<file path="src/rtl/ced_pkg.sv">
// Types and constants of the exception dispatch core.
// Depends on nothing; used by ced_dispatch, the top level and the checker.
`default_nettype none
package ced_pkg;

  typedef enum logic [1:0] {
    CmdRaise    = 2'd0,
    CmdCheckAll = 2'd1,
    CmdCheckExt = 2'd2,
    CmdWriteMsr = 2'd3
  } cmd_e;

  localparam int unsigned NumExc = 10;

  // Dense pending-bit positions.
  localparam int unsigned ExcIsi   = 0;
  localparam int unsigned ExcProg  = 1;
  localparam int unsigned ExcSc    = 2;
  localparam int unsigned ExcFpu   = 3;
  localparam int unsigned ExcFake  = 4;
  localparam int unsigned ExcDsi   = 5;
  localparam int unsigned ExcAlign = 6;
  localparam int unsigned ExcExt   = 7;
  localparam int unsigned ExcPerf  = 8;
  localparam int unsigned ExcDec   = 9;

  localparam logic [31:0] SaveMask  = 32'h87C0_FFFF;
  localparam logic [31:0] ClearMask = 32'h0004_EF36;
  localparam logic [31:0] IsiFlag   = 32'h4000_0000;
  localparam int unsigned MsrLe  = 0;
  localparam int unsigned MsrEe  = 15;
  localparam int unsigned MsrIle = 16;

  localparam logic [11:0] VecIsi   = 12'h400;
  localparam logic [11:0] VecProg  = 12'h700;
  localparam logic [11:0] VecSc    = 12'hC00;
  localparam logic [11:0] VecFpu   = 12'h800;
  localparam logic [11:0] VecDsi   = 12'h300;
  localparam logic [11:0] VecAlign = 12'h600;
  localparam logic [11:0] VecExt   = 12'h500;
  localparam logic [11:0] VecPerf  = 12'hF00;
  localparam logic [11:0] VecDec   = 12'h900;

  typedef struct packed {
    cmd_e               command;
    logic [NumExc-1:0]  raise_mask;
    logic [31:0]        program_reason;
    logic [31:0]        current_pc;
    logic [31:0]        next_pc;
    logic [31:0]        new_status;
  } in_item_t;

  typedef struct packed {
    logic               taken;
    logic [11:0]        vector;
    logic [31:0]        target_pc;
    logic [31:0]        saved_pc;
    logic [31:0]        saved_status;
    logic [31:0]        status_word;
    logic [NumExc-1:0]  pending_out;
  } out_item_t;

  // Architectural state carried between items.
  typedef struct packed {
    logic [NumExc-1:0]  pending;
    logic [31:0]        status;
    logic [31:0]        save_pc;
    logic [31:0]        save_status;
  } arch_state_t;

endpackage
`default_nettype wire

</file>
<file path="src/rtl/ced_dispatch.sv">
// Combinational dispatch step: priority pick, state update and result build.
// Depends on ced_pkg.
`default_nettype none
module ced_dispatch (
  input  wire ced_pkg::in_item_t    item_i,
  input  wire ced_pkg::arch_state_t state_i,
  output ced_pkg::arch_state_t      state_o,
  output ced_pkg::out_item_t        result_o
);
  import ced_pkg::*;

  logic [31:0]       masked_msr;
  logic              ext_ok;
  logic              do_ext;
  logic              take;
  logic [11:0]       vec;
  logic [31:0]       pc_save;
  logic [31:0]       srr1;
  logic [NumExc-1:0] clr_bit;
  arch_state_t       nxt;
  logic [NumExc-1:0] pend;

  assign masked_msr = state_i.status & SaveMask;
  assign ext_ok     = state_i.status[MsrEe];
  assign pend       = state_i.pending;

  always_comb begin
    nxt     = state_i;
    take    = 1'b0;
    vec     = '0;
    pc_save = item_i.next_pc;
    srr1    = masked_msr;
    clr_bit = '0;
    do_ext  = 1'b0;

    case (item_i.command)
      CmdRaise: begin
        nxt.pending = pend | item_i.raise_mask;
        if (item_i.raise_mask[ExcProg]) begin
          nxt.save_status = item_i.program_reason;
        end
      end
      CmdCheckAll: begin
        if (pend[ExcIsi]) begin
          take = 1'b1; vec = VecIsi; srr1 = masked_msr | IsiFlag;
          clr_bit[ExcIsi] = 1'b1;
        end else if (pend[ExcProg]) begin
          take = 1'b1; vec = VecProg; pc_save = item_i.current_pc;
          srr1 = state_i.save_status | masked_msr;
          clr_bit[ExcProg] = 1'b1;
        end else if (pend[ExcSc]) begin
          take = 1'b1; vec = VecSc;
          clr_bit[ExcSc] = 1'b1;
        end else if (pend[ExcFpu]) begin
          take = 1'b1; vec = VecFpu; pc_save = item_i.current_pc;
          clr_bit[ExcFpu] = 1'b1;
        end else if (pend[ExcFake]) begin
          // Fake memcheck only drops itself and the dsi bit.
          nxt.pending[ExcFake] = 1'b0;
          nxt.pending[ExcDsi]  = 1'b0;
        end else if (pend[ExcDsi]) begin
          take = 1'b1; vec = VecDsi; pc_save = item_i.current_pc;
          clr_bit[ExcDsi] = 1'b1;
        end else if (pend[ExcAlign]) begin
          take = 1'b1; vec = VecAlign; pc_save = item_i.current_pc;
          clr_bit[ExcAlign] = 1'b1;
        end else begin
          do_ext = 1'b1;
        end
      end
      CmdCheckExt: begin
        do_ext = 1'b1;
      end
      CmdWriteMsr: begin
        nxt.status = item_i.new_status;
      end
      default: begin
        nxt = state_i;
      end
    endcase

    // Asynchronous sources, gated by EE.
    if (do_ext && ext_ok) begin
      if (pend[ExcExt]) begin
        take = 1'b1; vec = VecExt; clr_bit[ExcExt] = 1'b1;
      end else if (pend[ExcPerf]) begin
        take = 1'b1; vec = VecPerf; clr_bit[ExcPerf] = 1'b1;
      end else if (pend[ExcDec]) begin
        take = 1'b1; vec = VecDec; clr_bit[ExcDec] = 1'b1;
      end
    end

    if (take) begin
      nxt.save_pc     = pc_save;
      nxt.save_status = srr1;
      nxt.status      = state_i.status;
      nxt.status[MsrLe] = state_i.status[MsrIle];
      nxt.status      = nxt.status & ~ClearMask;
      nxt.pending     = pend & ~clr_bit;
    end
  end

  assign state_o = nxt;

  always_comb begin
    result_o.taken        = take;
    result_o.vector       = vec;
    result_o.target_pc    = take ? {20'd0, vec} : item_i.current_pc;
    result_o.saved_pc     = nxt.save_pc;
    result_o.saved_status = nxt.save_status;
    result_o.status_word  = nxt.status;
    result_o.pending_out  = nxt.pending;
  end

endmodule
`default_nettype wire

</file>
<file path="src/rtl/cpu_exception_dispatch_core.sv">
// Top level of the exception dispatch core: input register, dispatch step,
// result register and the architectural state. Depends on ced_pkg, ced_dispatch.
//
// One command item in, one result item out. An accepted item sits in the
// input register; the dispatch step then updates the pending mask, status
// word and both save registers and loads the result register, and an item
// may be accepted every cycle as long as results are taken. The rate is set
// by the single registered pass through the priority pick and state update;
// each item reads the state the previous item left, which is updated in the
// same edge that loads its result. The input register refills while a result
// waits, so a stall on the output side blocks input only once both registers
// hold items. Reset clears the pending mask, status word and save registers
// to zero.
`default_nettype none
module cpu_exception_dispatch_core (
  input  wire                      clk_i,
  input  wire                      rst_ni,
  input  wire                      in_valid_i,
  output logic                     in_ready_o,
  input  wire ced_pkg::in_item_t   in_item_i,
  output logic                     out_valid_o,
  input  wire                      out_ready_i,
  output ced_pkg::out_item_t       out_item_o
);
  import ced_pkg::*;

  logic        in_valid_q;
  in_item_t    in_item_q;
  logic        out_valid_q;
  out_item_t   out_item_q;
  arch_state_t state_q;
  arch_state_t state_d;
  out_item_t   result_d;
  logic        advance;

  // Advance the held item when the result slot is free or being emptied.
  assign advance    = in_valid_q && (!out_valid_q || out_ready_i);
  assign in_ready_o = !in_valid_q || advance;

  ced_dispatch u_dispatch (
    .item_i   (in_item_q),
    .state_i  (state_q),
    .state_o  (state_d),
    .result_o (result_d)
  );

  // Control and architectural state.
  always_ff @(posedge clk_i or negedge rst_ni) begin
    if (!rst_ni) begin
      in_valid_q  <= 1'b0;
      out_valid_q <= 1'b0;
      state_q     <= '0;
    end else begin
      if (in_ready_o) begin
        in_valid_q <= in_valid_i;
      end
      if (advance) begin
        out_valid_q <= 1'b1;
        state_q     <= state_d;
      end else if (out_ready_i) begin
        out_valid_q <= 1'b0;
      end
    end
  end

  // Payload registers: hold while stalled.
  always_ff @(posedge clk_i) begin
    if (in_ready_o && in_valid_i) begin
      in_item_q <= in_item_i;
    end
    if (advance) begin
      out_item_q <= result_d;
    end
  end

  assign out_valid_o = out_valid_q;
  assign out_item_o  = out_item_q;

endmodule
`default_nettype wire

</file>
<file path="config.mk">
export PLATFORM = sky130hd
export DESIGN_NAME = cpu_exception_dispatch_core
export DESIGN_NICKNAME = d
export VERILOG_FILES = /design/src/rtl/ced_pkg.sv /design/src/rtl/ced_dispatch.sv /design/src/rtl/cpu_exception_dispatch_core.sv
export SDC_FILE = /design/constraint.sdc
export NUM_CORES = 1
export LEC_CHECK = 0
export BUFFER_PORTS_ARGS = -buffer_cell sky130_fd_sc_hd__buf_2
export CORE_MARGIN = 2
export CORE_UTILIZATION = 50
export CTS_CLUSTER_DIAMETER = 50
export DETAILED_ROUTE_END_ITERATION = 10
export PLACE_DENSITY = 0.73
export RECOVER_POWER = 100
export SETUP_SLACK_MARGIN = 0.4
export SYNTH_ARGS = -nofsm -noshare
export SYNTH_HDL_FRONTEND = slang
export SYNTH_HIERARCHICAL = 1
export SYNTH_SLANG_ARGS = --single-unit
export TNS_END_PERCENT = 100
</file>
<file path="constraint.sdc">
create_clock -name clk_i -period 6.7 [get_ports clk_i]
set_clock_uncertainty 0.15 [all_clocks]
set_input_delay 1.34 -clock clk_i [delete_from_list [all_inputs] [get_ports clk_i]]
set_output_delay 1.34 -clock clk_i [all_outputs]
set_load 0.01 [all_outputs]
</file>
==> summary.md, run 1 <==
The run finished, with violations left. The checks that failed: max-capacitance violations, max-slew violations. The clock net sink count is 399.

The simple logic cell fraction of the synthesized area works out to 5.42%. Synthesis produced 1024 cells. The transition time of the tightest slew-check pin was 3.25 ns.

The sequential cell area fraction in the yosys report is 71.0%. The via count of the first global-routing pass came out at 9046. The endpoint arrival time on the critical path is 5.34 ns, and the estimated wirelength of the detail-placed design is 20500 um. The floorplan step defined a die boundary enclosing 33700 sq um. For this configuration, the core starts out at a cell density of 50.9%. The number of failing setup endpoints in the final timing report is 0, and the maximum fanout along the worst path is 107. For the max-slew violation total from the final report, the log shows 280. The logs give 0 ns for the setup TNS after final layout and 0 for the number of endpoints with negative hold slack in the final report. The tools report the buffer type at the clock tree root as clkbuf_16.

After detailed placement, the design holds a cell count of 1576. The number of gates resized after CTS was 0. Clock latency reported for the late side of the worst-skew pair: 0.53 ns. Subtracting the final worst setup slack from the clock period gives 5.31 ns.

The floorplan core area is 31600 sq um, and the average footprint of a synthesized cell is 15.7 sq um. Global routing used 19.7% of the available tracks across all layers. The logs give 0 for the count of hold buffers inserted by post-cts repair and 7 for the initial antenna violation count.

The number of warning messages in the yosys log was 6. The wire length of the first global-routing pass was 51100 um; the first-pass iteration count of the detailed router was 5. Routability-driven placement finished with a final weighted congestion of 0.833. For this block, the initial DRC count from the detailed router was 645.

The library cell with the largest summed area after synthesis is edfxtp_1. In the final routed layout, each cell accounts on average for 20.1 um. 297 I/O pins were placed.

The synthesized netlist devotes 0% of its cell area to XOR and XNOR gates. The share of cells above drive strength 1 is 22.9%. The largest voltage drop on the vdd net is 0.212 mV. The H-tree depth came out at 2. For this run, the leading register cell type out of synthesis is edfxtp_1. Static timing analysis puts the maximum clock frequency at 188 MHz. For this block, the routed nets add up to 33300 um of wire. Summed over all cells, the static leakage comes to 0.00695 uW. The critical path is of the input pin to flip-flop type. The power per standard cell area is 392 nW/um^2.

The tools report the number of CTS-inserted buffers as 43. The async set-reset flop share out of synthesis is 27.1%. The critical path endpoint category was a flip-flop. Clock-pin slew was measured on the worst setup and hold paths at 0.06 ns. The area growth from synthesis to layout is 12.6%. Setup repair after global routing left no endpoint under its margin. Distinct cell type count of the synthesized netlist: 54. Input and output buffers added on the ports amount to 296. The post-route DRC violation count was 0. Counting flops and latches in the post-synthesis netlist gives 399. The post-route fraction of the period consumed by the critical path was 79.3%; the worst path required time was 6.72 ns. In this run, synthesis inferred 291 flip-flops with an integrated enable. Summing the areas of all compound-gate instances in the mapped netlist gives 5.76% of the synthesized area. Excluding fillers, the count of instances in the completed layout stands at 1660. After synthesis, the share of cell area in mux cells is 10.3%. In this design, the stage delay of the slowest critical-path cell is 2.49 ns. The tools report the maximum number of pins on one net before global-route repair as 108.

The critical path goes through buf_2, nand2b_1, nand2_8, inv_1, buf_12. The number of buffers inserted by post-CTS setup repair came out at 0. No sink is reached through more buffers than the 3 on the longest clock path.

TritonCTS built the clock tree. After detailed routing, the number of vias per cell comes to 5.29. The worst slew slack as a fraction of its limit was -117%; the fraction of post-synthesis cell area in the top cell type by area was 54.3%.

The y dimension of the die was 183 um; the max-cap check violation count was 5. The largest family of logic cells by synthesized area is multiplexers. The synthesized netlist devotes 0.311% of its cell area to adder and majority cells. Kind of start point of the critical path: an input pin. The run gives 0 as the number of routed nets with antenna violations. The floorplan has 65 rows.

The slowest cell on the critical path is inv_1. The die is 183 um wide. The worst hold path belongs to the class flip-flop to flip-flop.

Counting instances in the post-synthesis netlist gives the leading cell types as edfxtp_1, buf_4, dfrtp_1, mux2_2, a21oi_1. Summing every instance area after synthesis gives 16100 sq um. The count of vias placed by the detailed router came out at 8781.

The most frequent cell after synthesis was edfxtp_1. The final layout contains 1367 nets. By area the synthesized netlist is led by edfxtp_1, dfrtp_1, mux2_2.

For this run the aggregate overflow at the end of global routing stands at 0.
==> kinds of logic (layout without fill, tap and decap cells) <==
logic type               after synthesis  after routing
flip-flops                           399            399
AND/OR/NAND/NOR                      177            177
buffers and inverters                168            389
multiplexers                         139            139
AO/OA/AOI/OAI                        136            136
adder cells (fa/ha/maj)                4              4
other                                  1             14
==> state kept, by name, summed over array words and instances (netlist names) <==
register,flops
in_item_q,140
out_valid_o,1
state_q,106
out_item_o,151
in_valid_q,1
==> path summary, 6_finish.rpt <==
| check | start | end | slack (ns) | cells after the start |
|---|---|---|---|---|
| setup / recovery | out_ready_i | out_item_o[52] | 1.39 | 5 |
| hold / removal | state_q[82] | state_q[82] | 0.34 | 1 |
| setup reg to reg | state_q[97] | state_q[7] | 1.54 | 8 |
| hold reg to reg | state_q[82] | state_q[82] | 0.34 | 1 |
| max in group asynchronous | rst_ni | state_q[0] | 1.82 | 2 |
| min in group asynchronous | rst_ni | state_q[21] | 1.70 | 1 |
==> worst max-delay path: cells and delay by family <==
family,cells,cell delay [ns]
AND/OR/NAND/NOR,2,0.74
buffers and inverters,3,3.01
==> layout make-up <==
type / instances / area [sq um]
Antenna cell: 6 / 15.0
Tap cell: 402 / 503
Multi-Input combinational cell: 464 / 3410
Clock inverter: 12 / 159
Inverter: 9 / 36.3
Clock buffer: 66 / 1230
Sequential cell: 399 / 11400
Timing Repair Buffer: 302 / 1330
Fill cell: 2552 / 13500
==> where the power goes <==
group / switching, uW / internal (uW) / total, uW
combinational: 673 / 535 / 1210
clock: 920 / 1390 / 2310
sequential: 288 / 3290 / 3580
total: 1880 / 5220 / 7100
==> cell usage in the layout, fill, tap and decap left out, types with 44 or more instances in the layout <==
master | netlist | layout
edfxtp_1 | 291 | 291
clkbuf_1 | 15 | 181
dfrtp_1 | 108 | 108
mux2_1 | 4 | 44
buf_2 | 21 | 131
mux2_2 | 92 | 81
a21oi_1 | 68 | 68
nor2_1 | 55 | 55
clkbuf_16 | 0 | 44
nand2_1 | 45 | 46
==> layer usage <==
layer | global-route usage [%] | routed length, um | vias up
li1 | - | - | 4029
met1 | 26.1 | 14000 | 4352
met2 | 32.9 | 16500 | 335
met3 | 3.37 | 1890 | 65
met4 | 6.85 | 935 | 0
met5 | 0 | 0 | -
==> stage by stage <==
stage / area, sq um / total power (uW) / hold WS, ns / utilization (%) / worst slack (ns)
3_3_place_gp: 17100 / 4880 / 0.336 / 54.0 / 2.43
4_1_cts: 18500 / 7280 / 0.357 / 58.4 / 2.27
5_1_grt: 18100 / 7420 / 0.357 / 57.3 / 1.03
2_1_floorplan: 16100 / 4840 / 0.324 / - / 1.26
6_report: 18100 / 7100 / 0.339 / 57.3 / 1.39
3_5_place_dp: 17100 / 4960 / 0.341 / 54.0 / 2.31
No activity file was read; power rests on OpenSTA's default activity.
==> run 2, diff against run 1 <==
--- a/config.mk
+++ b/config.mk
@@ -10,7 +10,7 @@
 export CORE_UTILIZATION = 50
 export CTS_CLUSTER_DIAMETER = 50
 export DETAILED_ROUTE_END_ITERATION = 10
-export PLACE_DENSITY = 0.73
+export PLACE_DENSITY = 0.76
 export RECOVER_POWER = 100
 export SETUP_SLACK_MARGIN = 0.4
 export SYNTH_ARGS = -nofsm -noshare
==> constraint.sdc (replaced) <==
create_clock -name clk_i -period 4.6 [get_ports clk_i]
set_clock_uncertainty 0.15 [all_clocks]
set_input_delay 0.92 -clock clk_i [delete_from_list [all_inputs] [get_ports clk_i]]
set_output_delay 0.92 -clock clk_i [all_outputs]
set_load 0.01 [all_outputs]
==> run 2 against run 1 <==
  * The flow still finishes with violations (max-capacitance violations, max-slew violations)
  * Cell count is 0.78% higher
  * Register-to-register slack lost 0.87 ns
  * Hold slack improved by 0.0058 ns
  * Via count rose by 1.2%
  * Critical path depth grew 4
  * Sequential power is 46% higher
  * Critical path type is now flip-flop to flip-flop
  * Flip-flop and latch count unchanged
  * Die area did not move
  * Power increased by 49%
  * Count of clock-buffer cells in the layout down 3
  * Highest routed layer unchanged
  * Final area grew 0.96%
  * Worst setup slack worse by 0.72 ns
==> summary.md, run 2 (synthesized netlist as in run 1, its figures left out) <==
The flow ran to the end, but the final reports show violations. The final reports fail on max-capacitance violations, max-slew violations. The endpoint arrival time on the critical path was 4.20 ns; the initial antenna violation count was 9. STA classifies the critical path endpoint as a flip-flop. The library cell used most frequently in the layout, excluding fill and tap cells, is edfxtp_1. From left edge to right edge, the die measures 183 um. The total of fill cells in the finished design is 2538, and the post-route fraction of the period consumed by the critical path is 85.5%. The max-slew violation total from the final report is 154, and the full die area is 33700 sq um. The clock-pin transition on the worst setup and hold timing paths works out to 0.06 ns. The post-route DRC violation count is 0, and the y dimension of the die is 183 um. The worst-case IR drop observed on VDD is 0.275 mV. Leaving out fill and tap cells, the most frequent cells in the layout are edfxtp_1, clkbuf_1, buf_2. The run gives 0.944 ns as the worst setup slack after placement. Setup repair after global routing left no endpoint under its margin. The via count of the first global-routing pass was 9186; the transition time of the tightest slew-check pin was 2.92 ns. The area growth from synthesis to layout came out at 13.6%. The peak clock frequency supported by timing was 254 MHz; the placer congestion estimate was 0.826. Post-CTS repair changed the size of 0 cells.

No sink is reached through more buffers than the 3 on the longest clock path. The tree built by TritonCTS fans out to 399 sinks. Across all layers, the routed design uses 8887 vias. The time the worst path needs with I/O delays and setup is 3.93 ns, and the count of pins on the block boundary is 297. The final wirelength was 33900 um; the number of failing setup endpoints in the final timing report was 0.

Critical path start-end classification: flip-flop to flip-flop. For this configuration, the core starts out at a cell density of 50.9%. Class of the worst hold path: flip-flop to flip-flop. Maximum fanout along the worst path: 72. H-tree depth: 2. The post-route netlist has 24.0% of its cells at a drive strength greater than 1. The number of flip-flops under the largest register name was 151; the total global routing track utilization was 20.1%. STA classifies the critical path startpoint as a flip-flop. Entering global routing, the biggest net connects 82 pins.

In the post-route analysis, the smallest setup slack over all paths is 0.667 ns. TritonCTS created 45 clock buffers. The tools report the wire length of the first global-routing pass as 51500 um. The count of buffers inserted at the top-level ports was 296; the count of routing violations after the opening detailed-route iteration was 620. The clock latency reported for the late side of the worst-skew pair is 0.55 ns, and the number of routed nets with antenna violations is 0.

The HPWL after detailed placement is 21200 um. The tools report the number of endpoints with negative hold slack in the final report as 0. The worst slew slack as a fraction of its limit was -95.0%.

In this run the clock root is driven by a clkbuf_16. The detail-routed net length per standard cell works out to 20.3 um. In this run the power density over the cells is 577 nW/um^2. The completed layout was analyzed and its total power is 10600 uW. For the final routed database, the setup TNS stands at 0 ns. After the last flow step, the layout net total stands at 1374.

The core region is 31600 sq um. For this design the static power due to leakage is 0.00701 uW. TritonCTS built the clock tree.

The logs give 4.87 ns for the worst path required time and 0 for the total global routing overflow. The max-cap check violation count is 3, and the count of standard-cell rows is 65. The run gives 5 as the first-pass iteration count of the detailed router.

After detailed routing, the number of vias per cell comes to 5.31. The number of buffers inserted by post-CTS setup repair is 0, and the count of hold buffers inserted by post-cts repair is 0.
[run 2: cell count changes in the layout (fill, tap and decap cells not counted), moves of 3 or more]
cell,change
clkbuf_8,+3
mux2_2,+4
buf_2,-7
mux2_1,-4
and2_1,-3
clkinv_2,+3
diode_2,+3
[run 2: final timing paths]
check                                    start     endpoint  slack [ns]  cells after the start
worst max-delay path            in_item_q[139]   state_q[7]        0.67                      9
min in group asynchronous               rst_ni  state_q[28]        1.18                      1
worst min register to register     state_q[94]  state_q[94]        0.34                      1
max in group asynchronous               rst_ni  state_q[61]        1.46                      1
worst max register to register  in_item_q[139]   state_q[7]        0.67                      9
worst min-delay path               state_q[94]  state_q[94]        0.34                      1
[run 2: area by class of cell]
class                   count  area, sq um  area share, %
diodes                      9         22.5          0.123
clock buffers              63         1290           7.08
clock inverters            20          214           1.17
inverters                   9         40.0          0.219
multi-input cells         464         3430           18.7
flip-flops and latches    399        11400           62.5
well taps                 402          503           2.75
repair buffers            307         1360           7.41
[run 2: stage by stage]
stage	hold slack (ns)	util [%]	instance area, sq um	std cells
2_1_floorplan	0.324	-	16100	1031
6_report	0.345	57.8	18300	1673
3_3_place_gp	0.337	54.3	17200	1581
5_1_grt	0.361	57.8	18300	1673
4_1_cts	0.280	59.0	18700	1664
3_5_place_dp	0.342	54.3	17200	1581
[run 2: routing by layer]
metal | GRT usage (%) | routed length, um | vias to the layer above
met5 | 0 | 0 | -
met1 | 26.3 | 14000 | 4424
met4 | 10.9 | 1400 | 0
met2 | 32.2 | 16700 | 325
li1 | - | - | 4055
met3 | 3.78 | 1870 | 83
[run 2: report_power, final]
group	total, uW	switching (uW)	internal, uW
clock network	3560	1410	2150
registers	5210	419	4790
logic	1790	993	792
[run 2: worst max-delay path: stages, from the launching register on]
cell,delay [ns]
edfxtp_1,0.42
inv_1,0.10
ha_1,0.27
nor3b_1,0.66
a21oi_1,0.18
o21a_2,0.27
inv_4,0.61
o21ai_4,0.43
a221o_1,0.43
mux2_2,0.27
==> run 3, diff against run 2 <==
--- a/config.mk
+++ b/config.mk
@@ -5,12 +5,13 @@
 export SDC_FILE = /design/constraint.sdc
 export NUM_CORES = 1
 export LEC_CHECK = 0
+export ABC_AREA = 1
 export BUFFER_PORTS_ARGS = -buffer_cell sky130_fd_sc_hd__buf_2
 export CORE_MARGIN = 2
 export CORE_UTILIZATION = 50
 export CTS_CLUSTER_DIAMETER = 50
 export DETAILED_ROUTE_END_ITERATION = 10
-export PLACE_DENSITY = 0.76
+export PLACE_DENSITY = 0.75
 export RECOVER_POWER = 100
 export SETUP_SLACK_MARGIN = 0.4
 export SYNTH_ARGS = -nofsm -noshare
==> run 3 against run 2 <==
  * The flow still finishes with violations (max-capacitance violations, max-slew violations)
  * Critical path depth rose by 2
  * Maximum frequency rose by 2.5%
  * Area after synthesis rose by 8.3%
  * Wire length rose by 27%
  * Count of clock-buffer cells in the layout rose by 1
  * Worst setup slack improved by 0.097 ns
  * Cell count rose by 38%
  * Die area rose by 8.1%
  * Via count rose by 40%
  * Largest cell class unchanged
==> summary.md, run 3 <==
The flow ran to the end, but the final reports show violations. The checks that failed: max-capacitance violations, max-slew violations. For the number of routed nets with antenna violations, the log shows 0.

After clock tree synthesis, the flow added hold-fix buffers numbering 0. The commonest cells after synthesis are nand2_1, edfxtp_1, nand3_1, buf_4, dfrtp_1. The number of endpoints with negative hold slack in the final report was 0; the sum of buffers and inverters on the critical path was 1. Library cell with the largest summed area after synthesis: edfxtp_1. Among cell families on the critical path, the largest total delay comes from simple AND/OR/NAND/NOR gates. Measured in cells, the most critical reg-to-reg path has a length of 11. Setup repair after global routing left no endpoint under its margin. The endpoint of the most critical register-to-register path is state_q[44]. For the pin with the worst max-slew slack, the measured transition is 2.29 ns.

The Yosys step of the flow raised 6 warnings. The clock net in this run drives a total of 399 sinks. The number of instances in the synthesized netlist is 1659, and the number of flip-flops under the largest register name is 151.

The startpoint identified for the worst hold timing path is state_q[66]. The prevailing post-synth register cell is edfxtp_1. Leaving out fill and tap cells, the most frequent cell in the layout is nand2_1. Compared with the post-synthesis result, the final layout area differs by 11.8%.

Of all flip-flops after synthesis, the portion carrying an async set or reset was 27.1%. The worst slew slack as a fraction of its limit is -52.4%. For the estimated wirelength of the detail-placed design, the log shows 24900 um.

The tools report the count of routing violations after the opening detailed-route iteration as 1169. Yosys mapped a number of flops with a built-in enable equal to 291. The tools report the buffer type at the clock tree root as clkbuf_16. The detailed router placed 12400 vias in this run.

Most repeated library cell on the critical path: nand2_1. The post-route fraction of the period consumed by the critical path works out to 83.4%. The largest voltage drop on the vdd net was 0.400 mV; the power per standard cell area was 585 nW/um^2. Dividing the detail-routed wire length by the instance count gives 18.6 um. The delay of the slowest critical-path stage is 1.01 ns, and the y dimension of the die is 191 um.

By startpoint and endpoint, the worst setup path is classified as flip-flop to flip-flop. The fraction of post-synthesis cell area in the top cell type by area was 50.1%; the vias per cell was 5.36. The endpoint arrival time on the critical path came out at 4.14 ns. Slowest cell on the critical path: inv_1. The number of failing setup endpoints in the final timing report was 0. The floorplan step defined a die boundary enclosing 36400 sq um. The end-of-flow core utilization came out at 56.6%.

The number of CTS-inserted buffers came out at 45. The run gives 34500 sq um as the floorplan core area. The worst path required time was 4.91 ns; the final-stage net count was 1967. The maximum number of pins on one net before global-route repair is 141.

Buffers placed on the I/O ports in this run total 296. The top cell types in the final layout, fill and taps aside, are nand2_1, edfxtp_1, nand3_1. The initial antenna violation count was 5; the H-tree depth was 2.

The max-cap check violation count was 3; the leakage power total was 0.00875 uW. The first global-routing pass estimated 66900 um of wire. STA classifies the critical path startpoint as a flip-flop.

Of the cells placed in the final design, the portion with a size suffix greater than 1 is 13.3%. Based on the critical path, the design can be clocked at up to 261 MHz. Global routing consumed, over all layers together, 23.9% of the routing resources. The tightest min-delay check is of the flip-flop to flip-flop type. The max-slew violation total from the final report was 257; the clock latency reported for the late side of the worst-skew pair was 0.58 ns.

In the final timing run, aggregate negative setup slack is 0 ns. The placer congestion estimate is 0.876, and the distinct cell type count of the synthesized netlist is 28. The cell depth of the worst min-delay path was 2; the count of pins on the block boundary was 297. The critical path endpoint category was a flip-flop.

The post-cts resize count came out at 0. Sink of the worst hold path: state_q[66]. Worst-case clock buffer depth: 3. After synthesis, the cell types taking the most area are edfxtp_1, dfrtp_1, nand2_1. The horizontal die dimension works out to 191 um. After detailed routing, the total wire length is 43000 um. In this run the mean area of a mapped cell was 10.5 sq um.

The maximum fanout along the worst path is 34. nand2_1 is the most common cell in the netlist. TritonCTS built the clock tree. Walking the worst path, the cells encountered are ha_1, nand2_1, nor2_4, inv_1, nand2_2, nand2_1, nand2_1, nand2_1, nand2_1, nand3_1, nand2_1.

The count of standard-cell rows was 68; the via count of the first global-routing pass was 12200. In this run the cell area of the synthesized design comes to 17400 sq um. The run gives 0.76 ns as the reg2reg setup slack. For the first-pass iteration count of the detailed router, the log shows 6. The tools report the sequential cell area fraction in the yosys report as 65.6%.

In this run the critical register-to-register path is launched from in_item_q[138]. The effective utilization at floorplan came out at 50.6%. Post-CTS timing repair inserted 0 buffers for setup.

Counting I/O delays and the setup requirement, the final critical path takes 3.84 ns. The clock-pin transition on the worst setup and hold timing paths came out at 0.06 ns. Synthesis inferred 399 register bits.

The total global routing overflow came out at 0. The tools report the post-route DRC violation count as 0.
## run 3: cell count changes after synthesis, sizes merged, moves of 14 or more
| cell | change |
|---|---|
| a21oi | -52 |
| a221o | -21 |
| and2 | -52 |
| buf | +26 |
| clkbuf | +19 |
| inv | +70 |
| mux2 | -93 |
| mux2i | -14 |
| nand2 | +547 |
| nand3 | +237 |
## run 3: layout make-up
type                       count  area [sq um]
timing repair buffer         310          1390
antenna                        6          15.0
clock buffer                  64          1220
multi-input combinational    983          4390
fill                        2957         15000
clock inverter                20           180
inverter                      80           305
tap                          455           569
sequential                   399         11400
## run 3: tightest hold or removal path, cell delays in order, from the launching register on
cell	delay [ns]
dfrtp_1	0.34
nand2_1	0.05
nand2_1	0.04
## run 3: cells by family (layout without fill, tap and decap cells)
kind of cell | Yosys count | after routing | share of synthesized area (%)
fa+ha+maj | 4 | 4 | 0.287
other cells | 1 | 14 | 0.0215
compound gates | 38 | 38 | 1.23
flops | 399 | 399 | 65.6
mux | 32 | 32 | 2.07
buf+inv | 284 | 474 | 9.45
simple gates | 901 | 901 | 21.4
## run 3: per-layer routing
layer  part of all wire [%]  vias to the layer above  GRT usage (%)
met5                      0                        -              0
met2                     48                      641           38.7
met4                    2.7                        0           8.41
li1                       -                     5706              -
met3                    8.2                       86           4.95
met1                     41                     5988           32.1
## run 3: worst max-delay path by stage
stage	startpoint	depth (start not counted)	slack [ns]	to
final	in_item_q[138]	11	0.76	state_q[44]
after floorplan	out_ready_i	6	0.41	out_item_o[0]
after global placement	out_ready_i	6	1.02	out_item_o[108]
after CTS	in_item_q[138]	11	1.04	state_q[50]
after global routing	out_ready_i	6	0.49	out_item_o[110]
after detailed placement	out_ready_i	6	1.03	out_item_o[108]
## run 3: power breakdown
group          switching [uW]  internal (uW)
Combinational            1770            850
Sequential                488           4900
Clock                    1420           1980
Total                    3680           7730
## run 3: metrics by stage
step / setup slack [ns] / hold slack (ns) / cell area (sq um) / std cells / power, uW
6_report: 0.764 / 0.319 / 19500 / 2317 / 11400
3_5_place_dp: 1.03 / 0.308 / 18300 / 2227 / 8110
2_1_floorplan: 0.412 / 0.292 / 17500 / 1666 / 7690
4_1_cts: 1.04 / 0.294 / 19700 / 2311 / 11500
5_1_grt: 0.489 / 0.334 / 19500 / 2315 / 12100
3_3_place_gp: 1.02 / 0.304 / 18300 / 2227 / 7960
